## config.mk

```make
export PLATFORM = sky130hd
export DESIGN_NAME = ptr_ctrl
export DESIGN_NICKNAME = d
export VERILOG_FILES = /design/src/design/ptr_pkg.sv /design/src/design/ptr_ctrl.sv
export SDC_FILE = /design/constraint.sdc
export NUM_CORES = 1
export LEC_CHECK = 0
export BUFFER_PORTS_ARGS = -buffer_cell sky130_fd_sc_hd__buf_2
export CORE_MARGIN = 2
export CORE_UTILIZATION = 52
export CTS_BUF_LIST = sky130_fd_sc_hd__clkbuf_16
export DETAILED_ROUTE_END_ITERATION = 6
export PLACE_DENSITY = 0.91
export SYNTH_ARGS = -nofsm -noshare
export SYNTH_HDL_FRONTEND = slang
export SYNTH_SLANG_ARGS = --single-unit
```

## constraint.sdc

```tcl
create_clock -name clk -period 2.6 [get_ports clk]
set_clock_uncertainty 0.05 [all_clocks]
set_input_delay 0.26 -clock clk [delete_from_list [all_inputs] [get_ports clk]]
set_output_delay 0.26 -clock clk [all_outputs]
set_load 0.01 [all_outputs]
```

## src/design/ptr_pkg.sv

```systemverilog
// ---------------------------------------------------------------------------
// ptr_pkg
// Types, constants and sequencer codes of the paged translation block.
// ---------------------------------------------------------------------------
package ptr_pkg;

  localparam int NUM_PAGES  = 1024;
  localparam int NUM_FRAMES = 64;
  localparam int PAGE_W     = 10;
  localparam int FRAME_W    = 6;
  localparam int LINK_W     = 7;
  localparam int CNT_W      = 7;   // holds 0..NUM_FRAMES
  localparam int PCNT_W     = 11;  // holds 0..NUM_PAGES
  localparam int NU_W       = 32;

  localparam logic [LINK_W-1:0] LINK_NONE = '1;
  localparam logic [NU_W-1:0]   NEVER_USE = '1;

  localparam logic [1:0] POL_FIFO  = 2'd0;
  localparam logic [1:0] POL_LRU   = 2'd1;
  localparam logic [1:0] POL_CLOCK = 2'd2;
  localparam logic [1:0] POL_OPT   = 2'd3;

  localparam logic [1:0] REG_POLICY = 2'd0;
  localparam logic [1:0] REG_OFFSET = 2'd1;
  localparam logic [1:0] REG_PAGES  = 2'd2;
  localparam logic [1:0] REG_FRAMES = 2'd3;

  typedef struct packed {
    logic               touched;
    logic               valid;
    logic               dirty;
    logic               refd;
    logic [FRAME_W-1:0] frame;
  } pe_t;

  typedef enum logic [4:0] {
    ST_CLEAR, ST_IDLE, ST_CHECK, ST_PE, ST_HOWN, ST_HP2, ST_HREF,
    ST_VFIFO, ST_VLRU, ST_CLK_INIT, ST_CLK_ORD, ST_CLK_PRD, ST_CLK_TST,
    ST_OPT_RD, ST_OPT_CMP, ST_EV_ORD, ST_EV_PRD, ST_EV_WR, ST_FIN,
    ST_LRU_RD, ST_LRU_A, ST_LRU_B, ST_LRU_C, ST_DONE
  } state_t;

  typedef enum logic [4:0] {
    OP_NONE, OP_CLEAR, OP_PE_RD, OP_PE_TAKE, OP_HOWN, OP_HP2, OP_HREF,
    OP_VFIFO, OP_VLRU, OP_CLK_INIT, OP_CLK_ORD, OP_CLK_PRD, OP_CLK_TST,
    OP_OPT_RD, OP_OPT_CMP, OP_EV_ORD, OP_EV_PRD, OP_EV_WR, OP_FIN,
    OP_LRU_RD, OP_LRU_A, OP_LRU_B, OP_LRU_C, OP_DONE
  } op_t;

  typedef struct packed {
    op_t  op;
    logic accept;
  } cmd_t;

  typedef struct packed {
    logic       in_range;
    logic       hit;
    logic       free_avail;
    logic [1:0] policy;
    logic       p2_is_page;
    logic       clk_exh;
    logic       clk_ref;
    logic       opt_stop;
    logic       lru_go;
    logic       lru_rm;
    logic       clear_last;
    logic       out_free;
  } sts_t;

endpackage

```

## src/design/ptr_ctrl.sv

```systemverilog
// ---------------------------------------------------------------------------
// ptr_ctrl
// Sequencer: walks each request through lookup, victim choice and update.
// ---------------------------------------------------------------------------
module ptr_ctrl import ptr_pkg::*; (
  input  logic clk,
  input  logic rst_n,
  input  logic in_tvalid,
  output logic in_tready,
  input  sts_t sts,
  output cmd_t cmd
);

  state_t state_r, state_nxt;

  always_ff @(posedge clk) begin
    if (!rst_n) begin
      state_r <= ST_CLEAR;
    end else begin
      state_r <= state_nxt;
    end
  end

  always_comb begin
    state_nxt = state_r;
    case (state_r)
      ST_CLEAR:    if (sts.clear_last) state_nxt = ST_IDLE;
      ST_IDLE:     if (in_tvalid) state_nxt = ST_CHECK;
      ST_CHECK:    state_nxt = sts.in_range ? ST_PE : ST_DONE;
      ST_PE: begin
        if (sts.hit) begin
          state_nxt = (sts.policy == POL_CLOCK) ? ST_HOWN : ST_FIN;
        end else if (sts.free_avail) begin
          state_nxt = ST_FIN;
        end else begin
          case (sts.policy)
            POL_FIFO:  state_nxt = ST_VFIFO;
            POL_LRU:   state_nxt = ST_VLRU;
            POL_CLOCK: state_nxt = ST_CLK_INIT;
            default:   state_nxt = ST_OPT_RD;
          endcase
        end
      end
      ST_HOWN:     state_nxt = ST_HP2;
      ST_HP2:      state_nxt = sts.p2_is_page ? ST_FIN : ST_HREF;
      ST_HREF:     state_nxt = ST_FIN;
      ST_VFIFO:    state_nxt = ST_EV_ORD;
      ST_VLRU:     state_nxt = ST_EV_ORD;
      ST_CLK_INIT: state_nxt = ST_CLK_ORD;
      ST_CLK_ORD:  state_nxt = sts.clk_exh ? ST_EV_ORD : ST_CLK_PRD;
      ST_CLK_PRD:  state_nxt = ST_CLK_TST;
      ST_CLK_TST:  state_nxt = sts.clk_ref ? ST_CLK_ORD : ST_EV_ORD;
      ST_OPT_RD:   state_nxt = ST_OPT_CMP;
      ST_OPT_CMP:  state_nxt = sts.opt_stop ? ST_EV_ORD : ST_OPT_RD;
      ST_EV_ORD:   state_nxt = ST_EV_PRD;
      ST_EV_PRD:   state_nxt = ST_EV_WR;
      ST_EV_WR:    state_nxt = ST_FIN;
      ST_FIN: begin
        if (sts.lru_go) begin
          state_nxt = sts.lru_rm ? ST_LRU_RD : ST_LRU_B;
        end else begin
          state_nxt = ST_DONE;
        end
      end
      ST_LRU_RD:   state_nxt = ST_LRU_A;
      ST_LRU_A:    state_nxt = ST_LRU_B;
      ST_LRU_B:    state_nxt = ST_LRU_C;
      ST_LRU_C:    state_nxt = ST_DONE;
      ST_DONE:     if (sts.out_free) state_nxt = ST_IDLE;
      default:     state_nxt = ST_IDLE;
    endcase
  end

  always_comb begin
    in_tready  = 1'b0;
    cmd.accept = 1'b0;
    cmd.op     = OP_NONE;
    case (state_r)
      ST_CLEAR:    cmd.op = OP_CLEAR;
      ST_IDLE: begin
        in_tready  = 1'b1;
        cmd.accept = in_tvalid;
      end
      ST_CHECK:    cmd.op = OP_PE_RD;
      ST_PE:       cmd.op = OP_PE_TAKE;
      ST_HOWN:     cmd.op = OP_HOWN;
      ST_HP2:      cmd.op = OP_HP2;
      ST_HREF:     cmd.op = OP_HREF;
      ST_VFIFO:    cmd.op = OP_VFIFO;
      ST_VLRU:     cmd.op = OP_VLRU;
      ST_CLK_INIT: cmd.op = OP_CLK_INIT;
      ST_CLK_ORD:  cmd.op = OP_CLK_ORD;
      ST_CLK_PRD:  cmd.op = OP_CLK_PRD;
      ST_CLK_TST:  cmd.op = OP_CLK_TST;
      ST_OPT_RD:   cmd.op = OP_OPT_RD;
      ST_OPT_CMP:  cmd.op = OP_OPT_CMP;
      ST_EV_ORD:   cmd.op = OP_EV_ORD;
      ST_EV_PRD:   cmd.op = OP_EV_PRD;
      ST_EV_WR:    cmd.op = OP_EV_WR;
      ST_FIN:      cmd.op = OP_FIN;
      ST_LRU_RD:   cmd.op = OP_LRU_RD;
      ST_LRU_A:    cmd.op = OP_LRU_A;
      ST_LRU_B:    cmd.op = OP_LRU_B;
      ST_LRU_C:    cmd.op = OP_LRU_C;
      ST_DONE:     cmd.op = OP_DONE;
      default:     cmd.op = OP_NONE;
    endcase
  end

endmodule

```

==> impl_metrics.ini, run 1 <==
[worst_hold_path]
hp-class = in -> reg

[setup_path]
crit_chain = inv_2 > or4b_1 > a311oi_1 > o22ai_1
cp_slowest_cell = dfxtp_1
cp.arrival_ns = 1.99
r2r_slack_ns = 0.65
cp-end-kind = flop
critPathTopFamily = flip-flops
critPathKind = reg -> reg
slowest_delay_ns = 0.70
critPathLaunchType = flop
cp_data_required_time_ns = 2.64
critPathMaxFanout = 19
path_buf_inv = 1

[placed_design]
port_buffers = 22
place_hpwl_microns = 1263
place_inst = 126
gp_congestion = 0.8719

[global_route]
grt_pass1_wl_microns = 2808
grt_pass1_vias = 652
grt-ovfl-total = 0
grt_util_all_layers = 0.2475
grt_max_degree = 24
antenna_found_initial = 0

[timing]
whs_ns = 0.2834
fmax_mhz = 513.2
maxSlewViolCount = 0
rsz0062_at_grt = no
setup_violations = 0
post-route-period-util = 0.7495
tns_ns = 0
finalHoldViolCount = 0
relSlewSlack = 0.5504
tightest_slew_ns = 0.6735
fin_crit_ns = 1.949

[floorplan]
ioPinCount = 23
die_height_microns = 40.41
num_rows = 13
start_util = 0.5434
core-area_sq_um = 1269
die-width_microns = 40.41
dieArea_sq_um = 1633

[cts]
cts_buffers = 3
cts_setup_buffers = 0
htree_num_levels = 1
cts_resized = 0
clkSinkCount = 5
cts_tree = built
postCtsHoldBufs = 0
cts_buffer_depth = 2
clk_latency_ns = 0.22
root_buffer = clkbuf_16
path_clk_slew_ns = 0.03

[logic_synthesis]
synth-compound-area-share = 0.3593
synth_seq_cells = 5
yosysSeqAreaShare = 0.1452
synthFlopType = dfxtp_1
synth_nets = 118
synth_edf_count = 0
avgSynthCellArea_sq_um = 6.964
synth-simple-area-share = 0.3140
ys_types = 40
synthXorXnorAreaFrac = 0
synth_warnings = 0
ys_async_sr_fraction = 0
synthCells = 99
synth_adder_area_share = 0.05445
synth_top_family_by_area = compound AO/OA/AOI/OAI gates
synth_mux_area_frac = 0.01452
netlist_area_sq_um = 689.4

[cells_and_area]
nets = 135
drive_above_1_share = 0.2435
syn2layout_area_growth_pct = 22.14
antennaDiodeCount = 0
reg_top3 = state_r (5)
stdcell_count = 130
layout_commonest_cell = buf_2
final_cell_mix = buf_2 (22), nand2_1 (9), a21oi_1 (8)
regMostFlops = state_r
largest_reg_flops = 5

[detailed_routing]
drtAntennaViolNets = 0
avgViaCountPerCell = 6.346
drt_iter0_markers = 31
vias = 825
drtPass1Iterations = 4
drc = 0
avgRoutedWirePerCell_microns = 13.82
wirelength_microns = 1796

[power]
leakagePower_nw = 0.3504
power_density_nw_per_um2 = 589.4
vdd_drop_max_mv = 0.4852

[outcome]
status = complete, no violations

[job]
drv_cap = 0
[cell type report]
cell class / instances / area (sq um)
Tap cell: 15 / 18.77
Fill cell: 114 / 426.7
Clock inverter: 1 / 3.754
Inverter: 6 / 22.52
Sequential cell: 5 / 100.1
Timing Repair Buffer: 22 / 110.1
Clock buffer: 3 / 75.07
Multi-Input combinational cell: 78 / 511.7
[synthesized netlist by cell type, types with 2 or more instances]
master	number	area, sq um
o22ai_1	2	12.51
o21ai_0	6	30.03
nor4b_1	3	26.28
nor2_1	4	15.01
nor3_1	4	20.02
a21oi_1	8	40.04
a31oi_1	2	12.51
o311ai_0	2	17.52
a21boi_0	2	15.01
dfxtp_1	5	100.1
nand2_1	9	33.78
clkbuf_1	3	11.26
buf_2	5	25.02
nand3_1	4	20.02
o2bb2ai_1	2	17.52
and2_1	2	12.51
a211oi_1	3	22.52
nand2b_1	4	25.02
nor2b_1	2	12.51
inv_1	5	18.77
ha_1	3	37.54
[routing by layer]
metal | vias to the layer above | share of wire | track usage
met1 | 367 | 0.45 | 0.3560
met5 | - | 0 | 0
li1 | 402 | - | -
met3 | 4 | 0.10 | 0.05000
met2 | 52 | 0.45 | 0.3968
met4 | 0 | 0.0045 | 0
[worst reg2reg max path, stage by stage, from the launching register on]
cell	delay, ns
dfxtp_1	0.70
inv_2	0.10
or4b_1	0.51
a311oi_1	0.33
o22ai_1	0.13
[final timing paths]
check / endpoint / depth (start not counted) / from
max: state_r[1]$_SDFFE_PN0P_ / 4 / state_r[4]$_SDFFE_PN0P_
min: state_r[4]$_SDFFE_PN0P_ / 3 / rst_n
max reg2reg: state_r[1]$_SDFFE_PN0P_ / 4 / state_r[4]$_SDFFE_PN0P_
min reg2reg: state_r[4]$_SDFFE_PN0P_ / 2 / state_r[1]$_SDFFE_PN0P_
[where the power goes]
part | internal [mW] | switching, mW
combinational | 0.0657 | 0.0672
sequential | 0.0841 | 0.0339
clock | 0.199 | 0.0466
[stage by stage]
step           setup WS [ns]  power, mW  instance area (sq um)    util
6_report              0.6513     0.4963                  842.1  0.6637
5_1_grt               0.5650     0.5261                  842.1  0.6637
4_1_cts               0.6869     0.4963                  842.1  0.6637
3_5_place_dp          0.7498     0.2493                  763.2  0.6016
3_3_place_gp          0.8126     0.2436                  763.2  0.6016
2_1_floorplan          1.046     0.2088                  689.4       -
[cells by family after synthesis]
kind of cell,count (synthesis)
buf+inv,16
flops,5
compound gates,36
fa+ha+maj,3
mux,1
simple gates,38
No activity file was read; power rests on OpenSTA's default activity.
==> run 2, diff against run 1 <==
ABC_AREA = 1   (was unset)
CORE_UTILIZATION = 51   (was 52)
PLACE_DENSITY = 0.88   (was 0.91)
clock period = 1.99 ns   (was 2.6 ns; I/O delays follow)
==> run 2 against run 1 <==
Against the previous run:
- worst hold slack got worse by 0.057 ns
- synthesized area rose by 16%
- global-route usage rose by 2.2 points
- largest cell class unchanged
- clock power rose by 36%
- sequential power rose by 81%
- wire length rose by 32%
- highest routed layer unchanged
==> impl_metrics.ini, run 2 <==
[timing]
setup_ws_ns = 0.07885
whs_ns = 0.2262
setup_violations = 0
post-route-period-util = 0.9604
fin_crit_ns = 1.911
relSlewSlack = 0.7609
tns_ns = 0
maxSlewViolCount = 0
rsz0062_at_grt = no
tightest_slew_ns = 0.3559
fmax_mhz = 523.2
finalHoldViolCount = 0

[cells_and_area]
nets = 194
syn2layout_area_growth_pct = 22.73
regMostFlops = state_r
reg_top3 = state_r (5)
drive_above_1_share = 0.1954
layout_commonest_cell = nor2_1
largest_reg_flops = 5
final_cell_mix = nor2_1 (33), nand2_1 (28), inv_1 (23)
final_core_util = 0.6580
antennaDiodeCount = 0

[cts]
cts_buffers = 3
htree_num_levels = 1
cts_setup_buffers = 0
path_clk_slew_ns = 0.04
cts_tree = built
clk_latency_ns = 0.23
root_buffer = clkbuf_16
cts_buffer_depth = 2
clkSinkCount = 5
postCtsHoldBufs = 0

[setup_path]
worstReg2RegEnd = state_r[2]$_SDFFE_PN0P_
reg2reg_depth = 8
startpoint = state_r[3]$_SDFFE_PN0P_
critPathKind = reg -> out
cp.arrival_ns = 1.66
critPathLaunchType = flop
r2r_slack_ns = 0.32
cp-end-kind = output port
regToRegStartpoint = state_r[0]$_SDFFE_PN0P_
cp_data_required_time_ns = 1.74
critPathMaxFanout = 7

[global_route]
grt_pass1_vias = 922
grt_pass1_wl_microns = 3884
antenna_found_initial = 0
grt_util_all_layers = 0.2698
grt_max_degree = 13
grt-ovfl-total = 0

[logic_synthesis]
synth-compound-area-share = 0.1442
synth_area_leaders = nor2_1 (16%), nand2_1 (13%), nand3_1 (13%), dfxtp_1 (13%), inv_1 (10%)
synth.most_common_cell = nor2_1
ys_async_sr_fraction = 0
synthXorXnorAreaFrac = 0
synth_top_family_by_area = simple AND/OR/NAND/NOR gates
synthCells = 151
ys_top_cells_by_count = nor2_1 (33), nand2_1 (28), inv_1 (22)
synth_mux_area_frac = 0
synth_edf_count = 0
yosysTopAreaCellShare = 0.1552
synthFlopType = dfxtp_1
yosysTopAreaCell = nor2_1
synth_adder_area_share = 0.04702
ys_types = 21
synth_seq_cells = 5
synth_nets = 170
synth-simple-area-share = 0.5282
netlist_area_sq_um = 798.3
yosysSeqAreaShare = 0.1254
avgSynthCellArea_sq_um = 5.287
synth_warnings = 0

[floorplan]
dieArea_sq_um = 1897
core-area_sq_um = 1489
die_height_microns = 43.56
start_util = 0.5361
die-width_microns = 43.56
num_rows = 14
ioPinCount = 23

[detailed_routing]
drt_iter0_markers = 65
avgRoutedWirePerCell_microns = 12.48
wirelength_microns = 2371
drtAntennaViolNets = 0
drtPass1Iterations = 4
avgViaCountPerCell = 5.805
drc = 0
vias = 1103

[power]
power_frac_seq = 0.169
p_clk_frac = 0.266
p_sw_frac = 0.4868
power_density_nw_per_um2 = 1281
leakagePower_nw = 0.5910
vdd_drop_max_mv = 0.8901
combinationalPowerShare = 0.565
intPower_uw = 644.2
switching_power_uw = 611.1

[placed_design]
dp_worst_setup_slack_ns = 0.3141
place_hpwl_microns = 1836
port_buffers = 22
gp_congestion = 1.028

[outcome]
status = complete, no violations

[worst_hold_path]
hp-class = in -> reg
hold_start = rst_n
hold_depth = 3
min_to = state_r[2]$_SDFFE_PN0P_

[job]
drv_cap = 0
-- run 2: layout make-up --
class / count / area (sq um)
Sequential cell: 5 / 102.6
Fill cell: 135 / 509.2
Clock inverter: 1 / 3.754
Timing Repair Buffer: 22 / 110.1
Tap cell: 16 / 20.02
Inverter: 25 / 93.84
Multi-Input combinational cell: 118 / 574.3
Clock buffer: 3 / 75.07
-- run 2: routing by layer --
metal	routed length (microns)	global-route usage
met2	1109	0.4382
met5	0	0
met1	950	0.3418
met4	89	0.1455
met3	222	0.03750
-- run 2: timing repair --
action | 4_1_cts | 5_1_grt
hold endpoints to repair | 0 | 0
endpoints found under the setup margin | 0 | 1
gates resized for setup | 0 | 2
-- run 2: cell families (layout without fill, tap and decap cells) --
logic type	count (synthesis)	count (layout)
AO/OA/AOI/OAI	20	20
adder cells (fa/ha/maj)	3	3
buffers and inverters	28	51
flip-flops	5	5
AND/OR/NAND/NOR	95	95
-- run 2: worst max-delay path, cell delays in order (launching register included) --
cell and delay (ns):
dfxtp_1 0.49, nor2_4 0.09, inv_1 0.20, nor2_4 0.09
nor3_1 0.25, nand4_1 0.13, buf_2 0.16
-- run 2: how the worst max path moves through the flow --
stage,cells past startpoint,to,slack (ns)
after floorplan,10,state_r[2]$_SDFFE_PN0P_,0.60
after global placement,8,state_r[2]$_SDFFE_PN0P_,0.33
after detailed placement,9,state_r[1]$_SDFFE_PN0P_,0.31
after CTS,6,cmd[1],0.13
after global routing,6,cmd[1],0.02
final,6,cmd[1],0.08
-- run 2: power groups by stage --
stage	Sequential (mW)	Combinational (mW)	Clock, mW
finish	0.213	0.709	0.334
global placement	0.204	0.690	0
CTS	0.202	0.698	0.332
floorplan	0.161	0.569	0
global route	0.217	0.799	0.339
detailed placement	0.203	0.681	0
-- run 2: stage by stage --
stage,instances,total power [mW],cell area [sq um]
4_1_cts,190,1.232,977.2
2_1_floorplan,151,0.7294,798.3
3_5_place_dp,186,0.8843,898.4
3_3_place_gp,186,0.8937,898.4
5_1_grt,190,1.355,979.7
6_report,190,1.255,979.7
==> run 3, diff against run 2 <==
ABC_AREA = unset   (was 1)
CORE_UTILIZATION = 49   (was 51)
PLACE_DENSITY = 0.87   (was 0.88)
==> run 3 against run 2 <==
Against the previous run:
- clock power decreased by 2%
- via count decreased by 27%
- sequential share of layout area increased by 1.0 points
- non-clock buffer count increased by 4
- global-route usage decreased by 4.1 points
- die area decreased by 9.2%
- critical path depth decreased by 1
- count of clock-buffer cells in the layout unchanged
- final area decreased by 11%
- critical path type unchanged
- critical endpoint unchanged
- largest cell class unchanged
- largest power group is now the clock network
==> impl_metrics.ini, run 3 (same netlist as run 1, synthesis figures left out) <==
[global_route]
grt_util_all_layers = 0.2291
grt_pass1_vias = 750
grt-ovfl-total = 0
antenna_found_initial = 0
grt_max_degree = 24
grt_pass1_wl_microns = 3160

[floorplan]
die-width_microns = 41.51
num_rows = 13
core-area_sq_um = 1301
dieArea_sq_um = 1723
die_height_microns = 41.51
ioPinCount = 23
start_util = 0.5298

[cells_and_area]
antennaDiodeCount = 0
final_core_util = 0.6702
regMostFlops = state_r
largest_reg_flops = 5
final_cell_mix = buf_2 (22), nand2_1 (9), a21oi_1 (8)
nets = 139
reg_top3 = state_r (5)
syn2layout_area_growth_pct = 26.50
layout_commonest_cell = buf_2
drive_above_1_share = 0.2689

[timing]
fmax_mhz = 552.7
tns_ns = 0
maxSlewViolCount = 0
setup_violations = 0
post-route-period-util = 0.9091
finalHoldViolCount = 0
rsz0062_at_grt = no
fin_crit_ns = 1.809
tightest_slew_ns = 0.6726
relSlewSlack = 0.5510

[setup_path]
critPathMaxFanout = 15
worstReg2RegEnd = state_r[0]$_SDFFE_PN0P_
cp_data_required_time_ns = 1.74
slowest_delay_ns = 0.37
critPathTopFamily = flip-flops
crit_chain = buf_4 > nor4_1 > a21oi_1 > o21ai_0 > buf_2
critPathLaunchType = flop
reg2reg_depth = 4
r2r_slack_ns = 0.29
cp.arrival_ns = 1.56
cp-end-kind = output port
regToRegStartpoint = state_r[3]$_SDFFE_PN0P_
critPathKind = reg -> out
path_buf_inv = 2
startpoint = state_r[1]$_SDFFE_PN0P_
cp_slowest_cell = dfxtp_1

[cts]
postCtsHoldBufs = 0
htree_num_levels = 1
cts_buffers = 3
clk_latency_ns = 0.23
cts_resized = 0
clkSinkCount = 5
path_clk_slew_ns = 0.03
root_buffer = clkbuf_16
cts_buffer_depth = 2
cts_setup_buffers = 0
cts_tree = built

[worst_hold_path]
hp-class = in -> reg
min_to = state_r[4]$_SDFFE_PN0P_
hold_start = rst_n
hold_depth = 3

[outcome]
status = complete, no violations

[detailed_routing]
vias = 807
drtAntennaViolNets = 0
wirelength_microns = 1871
drtPass1Iterations = 4
drc = 0
avgViaCountPerCell = 6.022
avgRoutedWirePerCell_microns = 13.96
drt_iter0_markers = 21

[power]
p_total_uw = 665.9
vdd_drop_max_mv = 0.2814
leakagePower_nw = 0.3712
power_density_nw_per_um2 = 763.6

[placed_design]
port_buffers = 22
gp_congestion = 0.8931
place_hpwl_microns = 1298

[job]
drv_cap = 0
run 3: cell types whose count changed in the layout (fill, tap and decap cells not counted), sizes merged, moves of 3 or more:
cell	delta
a211oi	+3
buf	+4
inv	-19
nand2	-20
nand2b	+4
nand3	-17
nor2	-32
nor4b	+3
run 3: worst min-delay path, stage by stage:
cell and delay (ns):
buf_2 0.11, nand2_1 0.06, o22ai_1 0.07
run 3: power breakdown:
group / switching (mW) / internal [mW]
Combinational: 0.0991 / 0.0949
Sequential: 0.0336 / 0.110
Clock: 0.0679 / 0.260
Total: 0.201 / 0.465
run 3: final cells by class:
type | count | area, sq um
clock buffer | 3 | 75.07
clock inverter | 1 | 3.754
tap | 15 | 18.77
sequential | 5 | 100.1
multi-input combinational | 78 | 511.7
inverter | 6 | 22.52
timing repair buffer | 26 | 140.1
fill | 117 | 429.2
run 3: per-stage QoR:
step | cell area [sq um] | setup WS (ns) | hold slack (ns) | cells
floorplan | 689.4 | 0.4969 | 0.2971 | 99
global placement | 793.3 | 0.3379 | 0.4599 | 130
detailed placement | 793.3 | 0.3193 | 0.4524 | 130
CTS | 872.1 | 0.2165 | 0.2271 | 134
global route | 872.1 | 0.1085 | 0.2624 | 134
finish | 872.1 | 0.1808 | 0.2307 | 134
run 3: routing by layer:
layer | global-route usage | vias to the layer above | wire [microns]
li1 | - | 408 | -
met1 | 0.3042 | 358 | 836
met2 | 0.3406 | 37 | 908
met3 | 0.03043 | 4 | 104
met4 | 0.1548 | 0 | 22
met5 | 0 | - | 0
run 3: worst max-delay path by stage:
| stage | to | slack, ns | cells after the start |
|---|---|---|---|
| 5_1_grt | cmd[1] | 0.11 | 5 |
| 3_5_place_dp | state_r[1]$_SDFFE_PN0P_ | 0.32 | 3 |
| 6_report | cmd[1] | 0.18 | 5 |
| 2_1_floorplan | cmd[1] | 0.50 | 5 |
| 4_1_cts | cmd[1] | 0.22 | 5 |
| 3_3_place_gp | state_r[0]$_SDFFE_PN0P_ | 0.34 | 4 |
